==> config.mk <==
export PLATFORM = sky130hd
export DESIGN_NAME = robot_mode_supervisor
export DESIGN_NICKNAME = d
export VERILOG_FILES = /design/src/rtl/core/rms_pkg.sv /design/src/rtl/core/robot_mode_supervisor.sv
export SDC_FILE = /design/constraint.sdc
export NUM_CORES = 1
export LEC_CHECK = 0
export ABC_AREA = 1
export BUFFER_PORTS_ARGS = -buffer_cell sky130_fd_sc_hd__buf_2
export CAP_MARGIN = 25
export CORE_ASPECT_RATIO = 1.4
export CORE_UTILIZATION = 45
export DETAILED_ROUTE_END_ITERATION = 8
export SLEW_MARGIN = 20
export SYNTH_ARGS = -nofsm -noshare
export SYNTH_HDL_FRONTEND = slang
export SYNTH_SLANG_ARGS = --single-unit
==> constraint.sdc <==
create_clock -name clk -period 4.67 [get_ports clk]
set_input_delay 1.401 -clock clk [delete_from_list [all_inputs] [get_ports clk]]
set_output_delay 1.401 -clock clk [all_outputs]
set_load 0.03 [all_outputs]
==> src/rtl/core/rms_pkg.sv <==
`timescale 1ns / 1ps
`default_nettype none

package rms_pkg;

    // Mode codes
    localparam logic [3:0] MODE_IDLE     = 4'd0;
    localparam logic [3:0] MODE_CHARGE   = 4'd5;
    localparam logic [3:0] MODE_NAV      = 4'd2;
    localparam logic [3:0] MODE_EMERG    = 4'd6;
    localparam logic [3:0] MODE_MISSION  = 4'd8;
    localparam logic [3:0] MODE_RECOVER  = 4'd10;
    localparam logic [3:0] MODE_COUNT    = 4'd12;
    localparam logic [3:0] MODE_UNKNOWN  = 4'd12;

    // Event codes
    localparam logic [2:0] ACT_TICK      = 3'd0;
    localparam logic [2:0] ACT_EMERGENCY = 3'd1;
    localparam logic [2:0] ACT_BATTERY   = 3'd2;
    localparam logic [2:0] ACT_COMMAND   = 3'd3;
    localparam logic [2:0] ACT_NAV       = 3'd4;
    localparam logic [2:0] ACT_MISSION   = 3'd5;

    // Status classes
    localparam logic [1:0] NAV_IDLE          = 2'd1;
    localparam logic [1:0] NAV_MISSION       = 2'd2;
    localparam logic [1:0] MISSION_OTHER     = 2'd0;
    localparam logic [1:0] MISSION_COMPLETED = 2'd1;
    localparam logic [1:0] MISSION_FAILED    = 2'd2;

    // Health codes
    localparam logic [2:0] HEALTH_OK       = 3'd0;
    localparam logic [2:0] HEALTH_EMERG    = 3'd1;
    localparam logic [2:0] HEALTH_RECOVER  = 3'd2;
    localparam logic [2:0] HEALTH_CRITICAL = 3'd3;
    localparam logic [2:0] HEALTH_LOW      = 3'd4;

    // Configuration register indexes
    localparam logic [2:0] CFG_AUTO_ENABLE    = 3'd0;
    localparam logic [2:0] CFG_CRITICAL_LEVEL = 3'd1;
    localparam logic [2:0] CFG_LOW_LEVEL      = 3'd2;
    localparam logic [2:0] CFG_FULL_LEVEL     = 3'd3;
    localparam logic [2:0] CFG_RECOVERY_TICKS = 3'd4;

    localparam logic [10:0] LEVEL_FULL = 11'd1024;
    localparam logic [15:0] TICKS_MAX  = 16'hFFFF;

    typedef struct packed {
        logic [2:0]  action;
        logic        emergency_in;
        logic [10:0] battery_in;
        logic [3:0]  cmd_mode;
        logic [1:0]  nav_in;
        logic [1:0]  mission_in;
    } in_t;

    typedef struct packed {
        logic [3:0] mode_now;
        logic [3:0] mode_before;
        logic       moved;
        logic       rejected;
        logic [2:0] health_code;
    } out_t;

    // Row of allowed destinations for each source mode; bit n allows a move to mode n
    function automatic logic [11:0] allowed_row(input logic [3:0] from);
        logic [11:0] row;
        begin
            case (from)
                4'd0:    row = 12'h0FE;
                4'd1:    row = 12'h041;
                4'd2:    row = 12'h561;
                4'd3:    row = 12'h465;
                4'd4:    row = 12'h465;
                4'd5:    row = 12'h841;
                4'd6:    row = 12'h481;
                4'd7:    row = 12'h041;
                4'd8:    row = 12'h645;
                4'd9:    row = 12'h141;
                4'd10:   row = 12'h045;
                4'd11:   row = 12'h061;
                default: row = 12'h000;
            endcase
            return row;
        end
    endfunction

    function automatic logic move_ok(input logic [3:0] from, input logic [3:0] to);
        logic [11:0] row;
        begin
            row = allowed_row(from);
            if (to >= MODE_COUNT)
                return 1'b0;
            return row[to];
        end
    endfunction

endpackage

`default_nettype wire

==> src/rtl/core/robot_mode_supervisor.sv <==
`timescale 1ns / 1ps
`default_nettype none

// Robot mode supervisor.
// Input channel (in_valid / in_stall / in_data) carries one event per transfer:
// tick, emergency flag, battery level, mode command, nav status or mission status.
// Output channel (out_valid / out_stall / out_data) returns exactly one result per
// event: current mode, previous mode, moved / rejected flags and a health code.
// The config port (cfg_we / cfg_index / cfg_data) writes the five thresholds and
// enables; write it only while no event is in flight.
// An event in the input register shows on out_data once it advances into the
// result register. Throughput: one event per cycle while out_stall is low. One
// pass of table lookup and compares updates the mode state and loads the result
// register in the same edge, so the next event already sees the new state.
// When the receiver stalls, the result holds in the output register, the next
// event waits in the input register, and in_stall rises only when both are full.
// Reset puts the block in idle mode with previous mode unknown, battery full,
// nav status idle, mission status other, the tick counter at zero and the
// configuration at its defaults; both channels come up empty.
module robot_mode_supervisor (
    input  wire logic          clk,
    input  wire logic          rst_n,
    input  wire logic          in_valid,
    output logic               in_stall,
    input  wire rms_pkg::in_t  in_data,
    output logic               out_valid,
    input  wire logic          out_stall,
    output rms_pkg::out_t      out_data,
    input  wire logic          cfg_we,
    input  wire logic [2:0]    cfg_index,
    input  wire logic [15:0]   cfg_data
);

    // Configuration
    logic        auto_enable_reg;
    logic [10:0] critical_level_reg;
    logic [10:0] low_level_reg;
    logic [10:0] full_level_reg;
    logic [15:0] recovery_ticks_reg;

    // Supervisor state
    logic [3:0]  mode_reg,     mode_next;
    logic [3:0]  prev_mode_reg, prev_mode_next;
    logic        emergency_reg, emergency_next;
    logic [10:0] battery_reg,  battery_next;
    logic [1:0]  nav_reg,      nav_next;
    logic [1:0]  mission_reg,  mission_next;
    logic [15:0] ticks_reg,    ticks_next;

    // Pipeline registers
    logic          in_valid_reg;
    rms_pkg::in_t  in_reg;
    logic          out_valid_reg;
    rms_pkg::out_t out_reg;
    rms_pkg::out_t result;

    logic advance;

    // Advance the held event whenever the result register is free or being drained
    assign advance   = in_valid_reg && (!out_valid_reg || !out_stall);
    assign in_stall  = in_valid_reg && !advance;
    assign out_valid = out_valid_reg;
    assign out_data  = out_reg;

    // Configuration writes
    always_ff @(posedge clk or negedge rst_n)
    begin
        if (!rst_n)
        begin
            auto_enable_reg    <= 1'b1;
            critical_level_reg <= 11'd154;
            low_level_reg      <= 11'd256;
            full_level_reg     <= 11'd922;
            recovery_ticks_reg <= 16'd50;
        end
        else if (cfg_we)
        begin
            unique case (cfg_index)
                rms_pkg::CFG_AUTO_ENABLE:    auto_enable_reg    <= cfg_data[0];
                rms_pkg::CFG_CRITICAL_LEVEL: critical_level_reg <= cfg_data[10:0];
                rms_pkg::CFG_LOW_LEVEL:      low_level_reg      <= cfg_data[10:0];
                rms_pkg::CFG_FULL_LEVEL:     full_level_reg     <= cfg_data[10:0];
                rms_pkg::CFG_RECOVERY_TICKS: recovery_ticks_reg <= cfg_data;
                default: ;
            endcase
        end
    end

    // Apply one event to the state and form its result
    always_comb
    begin
        logic [3:0] req_mode;
        logic       req;
        logic [3:0] auto_mode;

        mode_next      = mode_reg;
        prev_mode_next = prev_mode_reg;
        emergency_next = emergency_reg;
        battery_next   = battery_reg;
        nav_next       = nav_reg;
        mission_next   = mission_reg;
        ticks_next     = ticks_reg;
        req            = 1'b0;
        req_mode       = mode_reg;
        auto_mode      = mode_reg;

        case (in_reg.action)
            rms_pkg::ACT_TICK:
            begin
                if (ticks_reg != rms_pkg::TICKS_MAX)
                    ticks_next = ticks_reg + 16'd1;
                // Pick the automatic target in priority order
                if (emergency_reg)
                    auto_mode = rms_pkg::MODE_EMERG;
                else if (battery_reg < critical_level_reg && mode_reg != rms_pkg::MODE_CHARGE)
                    auto_mode = rms_pkg::MODE_CHARGE;
                else
                begin
                    case (mode_reg)
                        rms_pkg::MODE_EMERG:
                            auto_mode = rms_pkg::MODE_RECOVER;
                        rms_pkg::MODE_RECOVER:
                            if (ticks_next > recovery_ticks_reg)
                                auto_mode = rms_pkg::MODE_IDLE;
                        rms_pkg::MODE_CHARGE:
                            if (battery_reg > full_level_reg)
                                auto_mode = rms_pkg::MODE_IDLE;
                        rms_pkg::MODE_NAV:
                            if (nav_reg == rms_pkg::NAV_IDLE)
                                auto_mode = rms_pkg::MODE_IDLE;
                            else if (nav_reg == rms_pkg::NAV_MISSION)
                                auto_mode = rms_pkg::MODE_MISSION;
                        rms_pkg::MODE_MISSION:
                            if (mission_reg == rms_pkg::MISSION_COMPLETED)
                                auto_mode = rms_pkg::MODE_IDLE;
                            else if (mission_reg == rms_pkg::MISSION_FAILED)
                                auto_mode = rms_pkg::MODE_RECOVER;
                        default: ;
                    endcase
                end
                req      = auto_enable_reg && (auto_mode != mode_reg);
                req_mode = auto_mode;
            end
            rms_pkg::ACT_EMERGENCY:
            begin
                emergency_next = in_reg.emergency_in;
                req            = in_reg.emergency_in;
                req_mode       = rms_pkg::MODE_EMERG;
            end
            rms_pkg::ACT_BATTERY:
                battery_next = in_reg.battery_in;
            rms_pkg::ACT_COMMAND:
            begin
                req      = in_reg.cmd_mode < rms_pkg::MODE_COUNT;
                req_mode = in_reg.cmd_mode;
            end
            rms_pkg::ACT_NAV:
                nav_next = in_reg.nav_in;
            rms_pkg::ACT_MISSION:
                mission_next = in_reg.mission_in;
            default: ;
        endcase

        result.moved    = 1'b0;
        result.rejected = 1'b0;
        if (req)
        begin
            if (rms_pkg::move_ok(mode_reg, req_mode))
            begin
                prev_mode_next = mode_reg;
                mode_next      = req_mode;
                ticks_next     = '0;
                result.moved   = 1'b1;
            end
            else
                result.rejected = 1'b1;
        end

        result.mode_now    = mode_next;
        result.mode_before = prev_mode_next;
        // Health reflects the state after the event
        if (mode_next == rms_pkg::MODE_EMERG)
            result.health_code = rms_pkg::HEALTH_EMERG;
        else if (mode_next == rms_pkg::MODE_RECOVER)
            result.health_code = rms_pkg::HEALTH_RECOVER;
        else if (battery_next < critical_level_reg)
            result.health_code = rms_pkg::HEALTH_CRITICAL;
        else if (battery_next < low_level_reg)
            result.health_code = rms_pkg::HEALTH_LOW;
        else
            result.health_code = rms_pkg::HEALTH_OK;
    end

    // State commits only when the event moves into the result register
    always_ff @(posedge clk or negedge rst_n)
    begin
        if (!rst_n)
        begin
            mode_reg      <= rms_pkg::MODE_IDLE;
            prev_mode_reg <= rms_pkg::MODE_UNKNOWN;
            emergency_reg <= 1'b0;
            battery_reg   <= rms_pkg::LEVEL_FULL;
            nav_reg       <= rms_pkg::NAV_IDLE;
            mission_reg   <= rms_pkg::MISSION_OTHER;
            ticks_reg     <= '0;
        end
        else if (advance)
        begin
            mode_reg      <= mode_next;
            prev_mode_reg <= prev_mode_next;
            emergency_reg <= emergency_next;
            battery_reg   <= battery_next;
            nav_reg       <= nav_next;
            mission_reg   <= mission_next;
            ticks_reg     <= ticks_next;
        end
    end

    // Input register: load a new event when empty or when the held one advances
    always_ff @(posedge clk or negedge rst_n)
    begin
        if (!rst_n)
            in_valid_reg <= 1'b0;
        else if (!in_stall)
            in_valid_reg <= in_valid;
    end

    always_ff @(posedge clk)
    begin
        if (in_valid && !in_stall)
            in_reg <= in_data;
    end

    // Result register: hold while stalled, drop after the transfer
    always_ff @(posedge clk or negedge rst_n)
    begin
        if (!rst_n)
            out_valid_reg <= 1'b0;
        else if (advance)
            out_valid_reg <= 1'b1;
        else if (!out_stall)
            out_valid_reg <= 1'b0;
    end

    always_ff @(posedge clk)
    begin
        if (advance)
            out_reg <= result;
    end

    a_flags_exclusive: assert property (@(posedge clk) disable iff (!rst_n)
        out_valid_reg |-> !(out_reg.moved && out_reg.rejected))
        else $error("moved and rejected both set");

    a_mode_range: assert property (@(posedge clk) disable iff (!rst_n)
        out_valid_reg |-> (out_reg.mode_now < rms_pkg::MODE_COUNT))
        else $error("mode out of range");

    a_move_changes_mode: assert property (@(posedge clk) disable iff (!rst_n)
        (out_valid_reg && out_reg.moved) |-> (out_reg.mode_before != out_reg.mode_now))
        else $error("move left mode unchanged");

    a_move_clears_ticks: assert property (@(posedge clk) disable iff (!rst_n)
        (advance && result.moved) |=> (ticks_reg == 16'd0))
        else $error("tick counter not cleared on move");

    a_stall_hold: assert property (@(posedge clk) disable iff (!rst_n)
        (out_valid_reg && out_stall && !advance) |=> $stable(out_reg))
        else $error("stalled result changed");

endmodule

`default_nettype wire

==> summary.log, run 1 <==
[outcome] result of the run finished, violations left
[outcome] failing checks design-rule violations
[detailed_routing] total detailed-routing wirelength 18.5 mm
[worst_setup_path] endpoint of the worst-slack reg-to-reg timing path out_data[0]
[finish] layout cell share with drive strength beyond 1 0.226
[detailed_routing] detail-routed net length per standard cell 15.3 µm
[finish] ANT cells 0
[placed_design] Buffers on Ports 61
[finish] area overhead of the layout relative to synthesis 19.1%
[global_route] M1 GR Usage 0.251
[detailed_routing] DR DRC count 3
[detailed_routing] count of routing violations after the opening detailed-route iteration 287
[sta] time the final worst path needs with I/O delays and setup 4420 ps
[logic_synthesis] primary flip-flop cell chosen by synthesis mapping dfrtp_1
[die] chip width 112 µm
[global_route] wire length of the first global-routing pass 29.7 mm
[logic_synthesis] part of the Yosys area used for sequential elements 0.446
[finish] number of nets in the finished design 1104
[logic_synthesis] Syn Nets 1018
[logic_synthesis] number of flip-flops and latches in the synthesized netlist 128
[finish] area occupied by multi-input gates 0.00378 mm²
[placed_design] HPWL after detailed placement 13.5 mm
[clocking] worst skew pair latency 420 ps
[logic_synthesis] instance count of the mapped netlist 907
[clocking] number of clock sinks 128
[sta] Slew Viols, Final 0
[worst_setup_path] Critical R2R Launch ticks_reg[0]
[finish] leading cell types in the layout, fill and taps excluded nand2_1 (183), inv_1 (126), o21ai_0 (101), dfrtp_1 (73), ha_1 (64)
[sta] final cycle utilization of the critical path 0.946
[worst_setup_path] cell with the most instances on the worst path nand2_2
[worst_setup_path] crit end category register
[clocking] root buffer cell clkbuf_16
[finish] area taken by flip-flops and latches 0.00341 mm²
[die] die extent in y 156 µm
[worst_setup_path] worst r2r path cells 37
[logic_synthesis] Post-Synthesis Cell Area 0.00764 mm²
[finish] fill count 1567
[worst_setup_path] largest stage delay on the critical path 370 ps
[die] io pins 62
[power] leakage dissipation 4.39 nW
[worst_setup_path] endpoint arrival time on the critical path 4600 ps
[die] Initial Utilization 0.458
[global_route] gr ovfl total 0
[worst_setup_path] kind of start point of the critical path register
[power] power per cell area 601 mW/mm²
[min_path] hold crit path type register to register
[worst_setup_path] critical path required time 4860 ps
[sta] Setup Viol. Count Final 0
[worst_setup_path] category of the critical setup timing path register to register
[run] count of maximum capacitance violations 0
[die] overall die area 0.0175 mm²
[clocking] CTS tree yes
[power] Max IR drop VDD 227 µV
[sta] final hold vios 0
[logic_synthesis] Ys Warns 0
[clocking] Post-CTS Hold Fix Bufs 0
[worst_setup_path] worst setup slack for register-to-register paths 250 ps
[sta] unrepaired setup endpoints after global routing yes
[logic_synthesis] distinct cell type count after synthesis 49
[detailed_routing] vias after detailed routing 6262
[global_route] vias in the first global route 6095
[global_route] number of antenna violations at the first check in global routing 0
[power] power dissipated by switching net loads 2.28 mW
[global_route] GRT Total Usage 0.223
[sta] setup total negative slack 0 ps
[power] total chip power 5.47 mW
[worst_setup_path] end point of the critical path out_data[0]
[clocking] CTS clock-pin slew for the worst setup and hold paths 60 ps
[placed_design] RePlAce Congestion 0.854
[power] combinational cell fraction of total power 0.444
[power] share of total power in the clock network 0.239
[logic_synthesis] Avg Cell Area, Syn 8.43 µm²
[detailed_routing] number of detailed-route iterations in the first pass 7
[power] fraction of power consumed by sequential logic 0.317
[finish] leading cell type in the layout, fill and taps excluded nand2_1
[sta] Highest Clock Rate 226 MHz
[worst_setup_path] top fanout value on the critical path 5
[sta] setup skew after layout 10.5 ps
[die] area of the core 0.0167 mm²
[logic_synthesis] proportion of synthesized flip-flops having asynchronous set or reset 0.719
[worst_setup_path] cell with the largest stage delay on the worst path dfrtp_1
[global_route] largest net degree at the start of global routing 93
[clocking] H-tree lvl count 4
[clocking] number of buffers on the longest clock path 2
[detailed_routing] Via density 5.18
[min_path] worst min-delay path startpoint in_reg[0]
[sta] Max-Slew Margin vs Limit 0.416
[power] internal power of the cells 3.19 mW
[power] Switching Share 0.416
[global_route] met3 capacity usage during global routing 0.0420
[global_route] grt met2 use 0.404
[worst_setup_path] launch point of the worst path ticks_reg[0]
[finish] flip-flop count of the largest register after layout 23
[sta] pin slew with the least headroom to its limit 875 ps
[logic_synthesis] number of enable-type register cells in the synthesized netlist 36
[clocking] number of clock buffers inserted by TritonCTS 17
[global_route] global-route layer with the greatest usage met2
[detailed_routing] residual antenna-violating net count after detailed routing 0
[die] cell row count 56
-- synthesized netlist by cell type, types with 2 or more instances --
master	count	area, µm²
a21o_1	5	37.5
ha_1	64	801
nor2_4	3	33.8
nor2_2	2	12.5
o21ai_2	6	52.6
inv_1	129	484
nand2_4	6	67.6
o2111ai_1	2	17.5
nand2_2	12	75.1
o22ai_1	14	87.6
nand2_1	203	762
nor2_1	51	191
o21ai_0	102	510
o21a_1	2	15.0
inv_2	3	11.3
edfxtp_1	36	1080
nor3_1	13	65.1
nand3_2	5	50.1
a21oi_1	51	255
dfrtp_1	73	1830
clkbuf_1	21	78.8
nand4_1	18	113
a22oi_1	2	15.0
buf_6	2	22.5
a31oi_1	3	18.8
nand3_1	25	125
dfstp_2	19	499
xor2_1	14	123
-- power by group through the flow --
stage	logic [mW]	registers, mW	clock network (mW)
2_1_floorplan	1.67	1.72	0
3_3_place_gp	2.15	1.75	0
3_5_place_dp	2.19	1.75	0
4_1_cts	2.20	1.74	1.33
5_1_grt	2.77	1.78	1.38
6_report	2.43	1.74	1.31
-- timing repair --
action,4_1_cts,5_1_grt
pin swaps,1,36
resized for setup,0,53
endpoints found under the setup margin,2,37
setup buffers,1,20
-- kinds of logic (layout without fill, tap and decap cells) --
kind of cell,after synthesis,count (layout),synth area share
AND/OR/NAND/NOR,344,344,0.205
AO/OA/AOI/OAI,199,199,0.146
XOR/XNOR,14,14,0.0160
flip-flops,128,128,0.446
adder cells (fa/ha/maj),64,64,0.105
buffers and inverters,158,257,0.0825
-- layout make-up --
| cell class | instances | share of cell area |
|---|---|---|
| clock buffers | 19 | 0.0499 |
| inverters | 133 | 0.0557 |
| clock inverters | 13 | 0.0136 |
| flip-flops and latches | 128 | 0.374 |
| repair buffers | 92 | 0.0637 |
| well taps | 203 | 0.0279 |
| multi-input cells | 621 | 0.415 |
-- how the worst min path moves through the flow --
stage                            end  cells past startpoint
global placement      mission_reg[0]                      2
global route        prev_mode_reg[2]                      2
finish                mission_reg[0]                      2
floorplan             mission_reg[0]                      2
CTS                 prev_mode_reg[2]                      2
detailed placement  prev_mode_reg[2]                      2
-- per-stage QoR --
stage	cell area, µm²	hold slack (ps)	worst slack (ps)	std cells	util
5_1_grt	9100	500	-113	1209	0.546
6_report	9100	464	254	1209	0.546
2_1_floorplan	7640	430	505	907	-
3_5_place_dp	8170	461	-16.5	1155	0.490
3_3_place_gp	8170	451	90.4	1155	0.490
4_1_cts	8750	472	36.6	1188	0.525
-- routing by layer --
layer / share of wire / wire, µm / vias up
met5: 0 / 0 / -
met4: 0.031 / 569 / 0
met3: 0.029 / 529 / 35
met2: 0.52 / 9650 / 102
met1: 0.42 / 7800 / 2927
li1: - / - / 3198
-- critical path: cells and delay by family (launching register included) --
family	cells	cell delay [ps]
simple gates	28	2440
fa+ha+maj	2	450
buf+inv	4	400
flops	1	370
compound gates	2	320
xor+xnor	1	200
No activity file was read; power rests on OpenSTA's default activity.
==> inputs of run 2 (changes only) <==
Settings changed: CORE_MARGIN set to 2, GPL_TIMING_DRIVEN set to 0, SETUP_SLACK_MARGIN set to 0.5.
==> run 2 against run 1 <==
Effect of this change:
- non-clock buffer count up 36
- combinational power up 9.1%
- highest routed layer unchanged
- critical path depth down 3
- critical endpoint is now out_data[4]
- the run now ends clean
==> summary.log, run 2 (same netlist as run 1, synthesis figures left out) <==
[power] combinational cell fraction of total power 0.468 [was 0.444]
[clocking] CTS tree yes [unchanged]
[placed_design] post-place instance area 0.00825 mm² [was 0.00817 mm²]
[worst_setup_path] largest stage delay on the critical path 360 ps [was 370 ps]
[power] Max IR drop VDD 313 µV [was 227 µV]
[worst_setup_path] cell with the most instances on the worst path nand2_2 [unchanged]
[finish] area overhead of the layout relative to synthesis 24.8% [was 19.1%]
[global_route] gr ovfl total 0 [unchanged]
[sta] final cycle utilization of the critical path 0.961 [was 0.946]
[detailed_routing] total detailed-routing wirelength 20.2 mm [was 18.5 mm]
[min_path] worst min-delay path startpoint in_valid_reg [was in_reg[0]]
[die] cell row count 56 [unchanged]
[finish] utilization of the core after routing 0.572 [was 0.546]
[detailed_routing] DR DRC count 0 [was 3]
[clocking] H-tree lvl count 4 [unchanged]
[power] Switching Share 0.417 [was 0.416]
[sta] Highest Clock Rate 223 MHz [was 226 MHz]
[clocking] worst skew pair latency 430 ps [was 420 ps]
[finish] fill count 1511 [was 1567]
[detailed_routing] number of detailed-route iterations in the first pass 8 [was 7]
[power] total chip power 5.67 mW [was 5.47 mW]
[worst_setup_path] top fanout value on the critical path 6 [was 5]
[worst_setup_path] worst r2r path cells 34 [was 37]
[finish] number of nets in the finished design 1143 [was 1104]
[global_route] number of antenna violations at the first check in global routing 0 [unchanged]
[die] overall die area 0.0181 mm² [was 0.0175 mm²]
[finish] flip-flop count of the largest register after layout 23 [unchanged]
[sta] time the final worst path needs with I/O delays and setup 4490 ps [was 4420 ps]
[sta] pin slew with the least headroom to its limit 894 ps [was 875 ps]
[global_route] largest net degree at the start of global routing 53 [was 93]
[detailed_routing] residual antenna-violating net count after detailed routing 0 [unchanged]
[sta] Setup Viol. Count Final 0 [unchanged]
[sta] setup total negative slack 0 ps [unchanged]
[sta] final hold vios 0 [unchanged]
[sta] Slew Viols, Final 0 [unchanged]
[worst_setup_path] endpoint of the worst-slack reg-to-reg timing path out_data[4] [was out_data[0]]
[power] internal power of the cells 3.31 mW [was 3.19 mW]
[worst_setup_path] Critical R2R Launch ticks_reg[6] [was ticks_reg[0]]
[outcome] result of the run complete, no violations [was finished, violations left]
[clocking] number of clock buffers inserted by TritonCTS 17 [unchanged]
[finish] area occupied by multi-input gates 0.00396 mm² [was 0.00378 mm²]
[finish] layout cell share with drive strength beyond 1 0.261 [was 0.226]
[clocking] root buffer cell clkbuf_16 [unchanged]
[finish] final design instance area without fill 0.00954 mm² [was 0.00910 mm²]
[worst_setup_path] critical path required time 4850 ps [was 4860 ps]
[finish] leading cell types in the layout, fill and taps excluded nand2_1 (177), inv_1 (123), o21ai_0 (98), dfrtp_1 (73), ha_1 (63) [was nand2_1 (183), inv_1 (126), o21ai_0 (101), dfrtp_1 (73), ha_1 (64)]
[global_route] vias in the first global route 6447 [was 6095]
[clocking] number of clock sinks 128 [unchanged]
[finish] ANT cells 0 [unchanged]
[worst_setup_path] kind of cell adding the most delay to the critical path simple AND/OR/NAND/NOR gates [unchanged]
[die] chip width 114 µm [was 112 µm]
[global_route] wire length of the first global-routing pass 31.7 mm [was 29.7 mm]
[power] leakage dissipation 4.54 nW [was 4.39 nW]
[worst_setup_path] cell with the largest stage delay on the worst path dfrtp_1 [unchanged]
[die] area of the core 0.0167 mm² [unchanged]
[min_path] Hold Crit Depth 2 [unchanged]
[power] power per cell area 595 mW/mm² [was 601 mW/mm²]
[clocking] CTS clock-pin slew for the worst setup and hold paths 60 ps [about the same]
[clocking] number of buffers on the longest clock path 2 [unchanged]
[placed_design] RePlAce Congestion 0.896 [was 0.854]
[power] fraction of power consumed by sequential logic 0.301 [was 0.317]
[min_path] hold crit path type register to register [unchanged]
[detailed_routing] vias after detailed routing 6543 [was 6262]
[run] count of maximum capacitance violations 0 [unchanged]
[die] Initial Utilization 0.458 [unchanged]
[detailed_routing] Via density 5.24 [was 5.18]
[sta] Max-Slew Margin vs Limit 0.404 [was 0.416]
[worst_setup_path] kind of start point of the critical path register [unchanged]
[min_path] Min-Delay Endpoint out_valid [was mission_reg[0]]
[placed_design] HPWL after detailed placement 14.5 mm [was 13.5 mm]
[placed_design] Buffers on Ports 61 [unchanged]
[die] die extent in y 158 µm [was 156 µm]
[power] power dissipated by switching net loads 2.37 mW [was 2.28 mW]
[worst_setup_path] worst setup slack for register-to-register paths 180 ps [was 250 ps]
[finish] area taken by flip-flops and latches 0.00341 mm² [unchanged]
[detailed_routing] count of routing violations after the opening detailed-route iteration 469 [was 287]
[sta] setup skew after layout 7.21 ps [was 10.5 ps]
[worst_setup_path] category of the critical setup timing path register to register [unchanged]
[sta] worst hold slack across all endpoints 462 ps [was 464 ps]
[global_route] GRT Total Usage 0.228 [was 0.223]
[worst_setup_path] crit end category register [unchanged]
[worst_setup_path] endpoint arrival time on the critical path 4670 ps [was 4600 ps]
[power] share of total power in the clock network 0.232 [was 0.239]
[sta] unrepaired setup endpoints after global routing yes [unchanged]
[die] io pins 62 [unchanged]
[finish] leading cell type in the layout, fill and taps excluded nand2_1 [unchanged]
[worst_setup_path] number of buffers and inverters on the critical path 6 [was 4]
[detailed_routing] detail-routed net length per standard cell 16.2 µm [was 15.3 µm]
run 2: cell types whose count changed in the layout (fill, tap and decap cells not counted), sizes merged, moves of 2 or more:
cell,change
clkinvlp,+3
nand2,+2
clkbuf,+24
inv,-4
buf,+15
run 2: worst min-delay path, stage by stage, from the launching register on:
cell     delay (ps)
dfrtp_1         320
inv_1            60
nand2_1          60
run 2: area by class of cell:
type	instances	area share
Sequential cell	128	0.357
Tap cell	203	0.0266
Clock buffer	22	0.0543
Multi-Input combinational cell	624	0.415
Clock inverter	10	0.00748
Timing Repair Buffer	103	0.0723
Buffer	25	0.0134
Inverter	133	0.0538
run 2: metrics by stage:
step / setup slack [ps] / std cells
2_1_floorplan: 505 / 907
3_3_place_gp: -399 / 1171
3_5_place_dp: -391 / 1173
4_1_cts: 283 / 1234
5_1_grt: -123 / 1248
6_report: 184 / 1248
run 2: routing by layer:
layer / wire (µm) / vias up / GRT usage
li1: - / 3276 / -
met2: 10700 / 154 / 0.419
met4: 599 / 0 / 0.0912
met5: 0 / - / 0
met3: 753 / 39 / 0.0498
met1: 8150 / 3074 / 0.255
run 2: worst max path at each step:
stage | start | to | slack (ps) | cells after the start
after floorplan | ticks_reg[6] | out_data[1] | 510 | 32
after global placement | ticks_reg[0] | out_data[0] | -400 | 34
after detailed placement | ticks_reg[0] | out_data[0] | -390 | 34
after CTS | ticks_reg[0] | out_data[1] | 280 | 39
after global routing | ticks_reg[6] | out_data[0] | -120 | 39
final | ticks_reg[6] | out_data[4] | 180 | 34
run 2: what timing repair did:
action | in CTS | in global routing
resized for setup | 54 | 42
pin swaps | 21 | 27
buffers inserted | 26 | 13
setup endpoints to repair | 37 | 37
gates cloned | 3 | 1
hold buffers | 0 | 0
run 2: power groups by stage:
stage                     logic [mW]  registers, mW  clock network (mW)
after floorplan                 1.67           1.72                   0
after global placement          2.21           1.70                   0
after global routing            2.97           1.74                1.38
final                           2.65           1.71                1.31
after detailed placement        2.26           1.71                   0
after CTS                       2.48           1.70                1.33
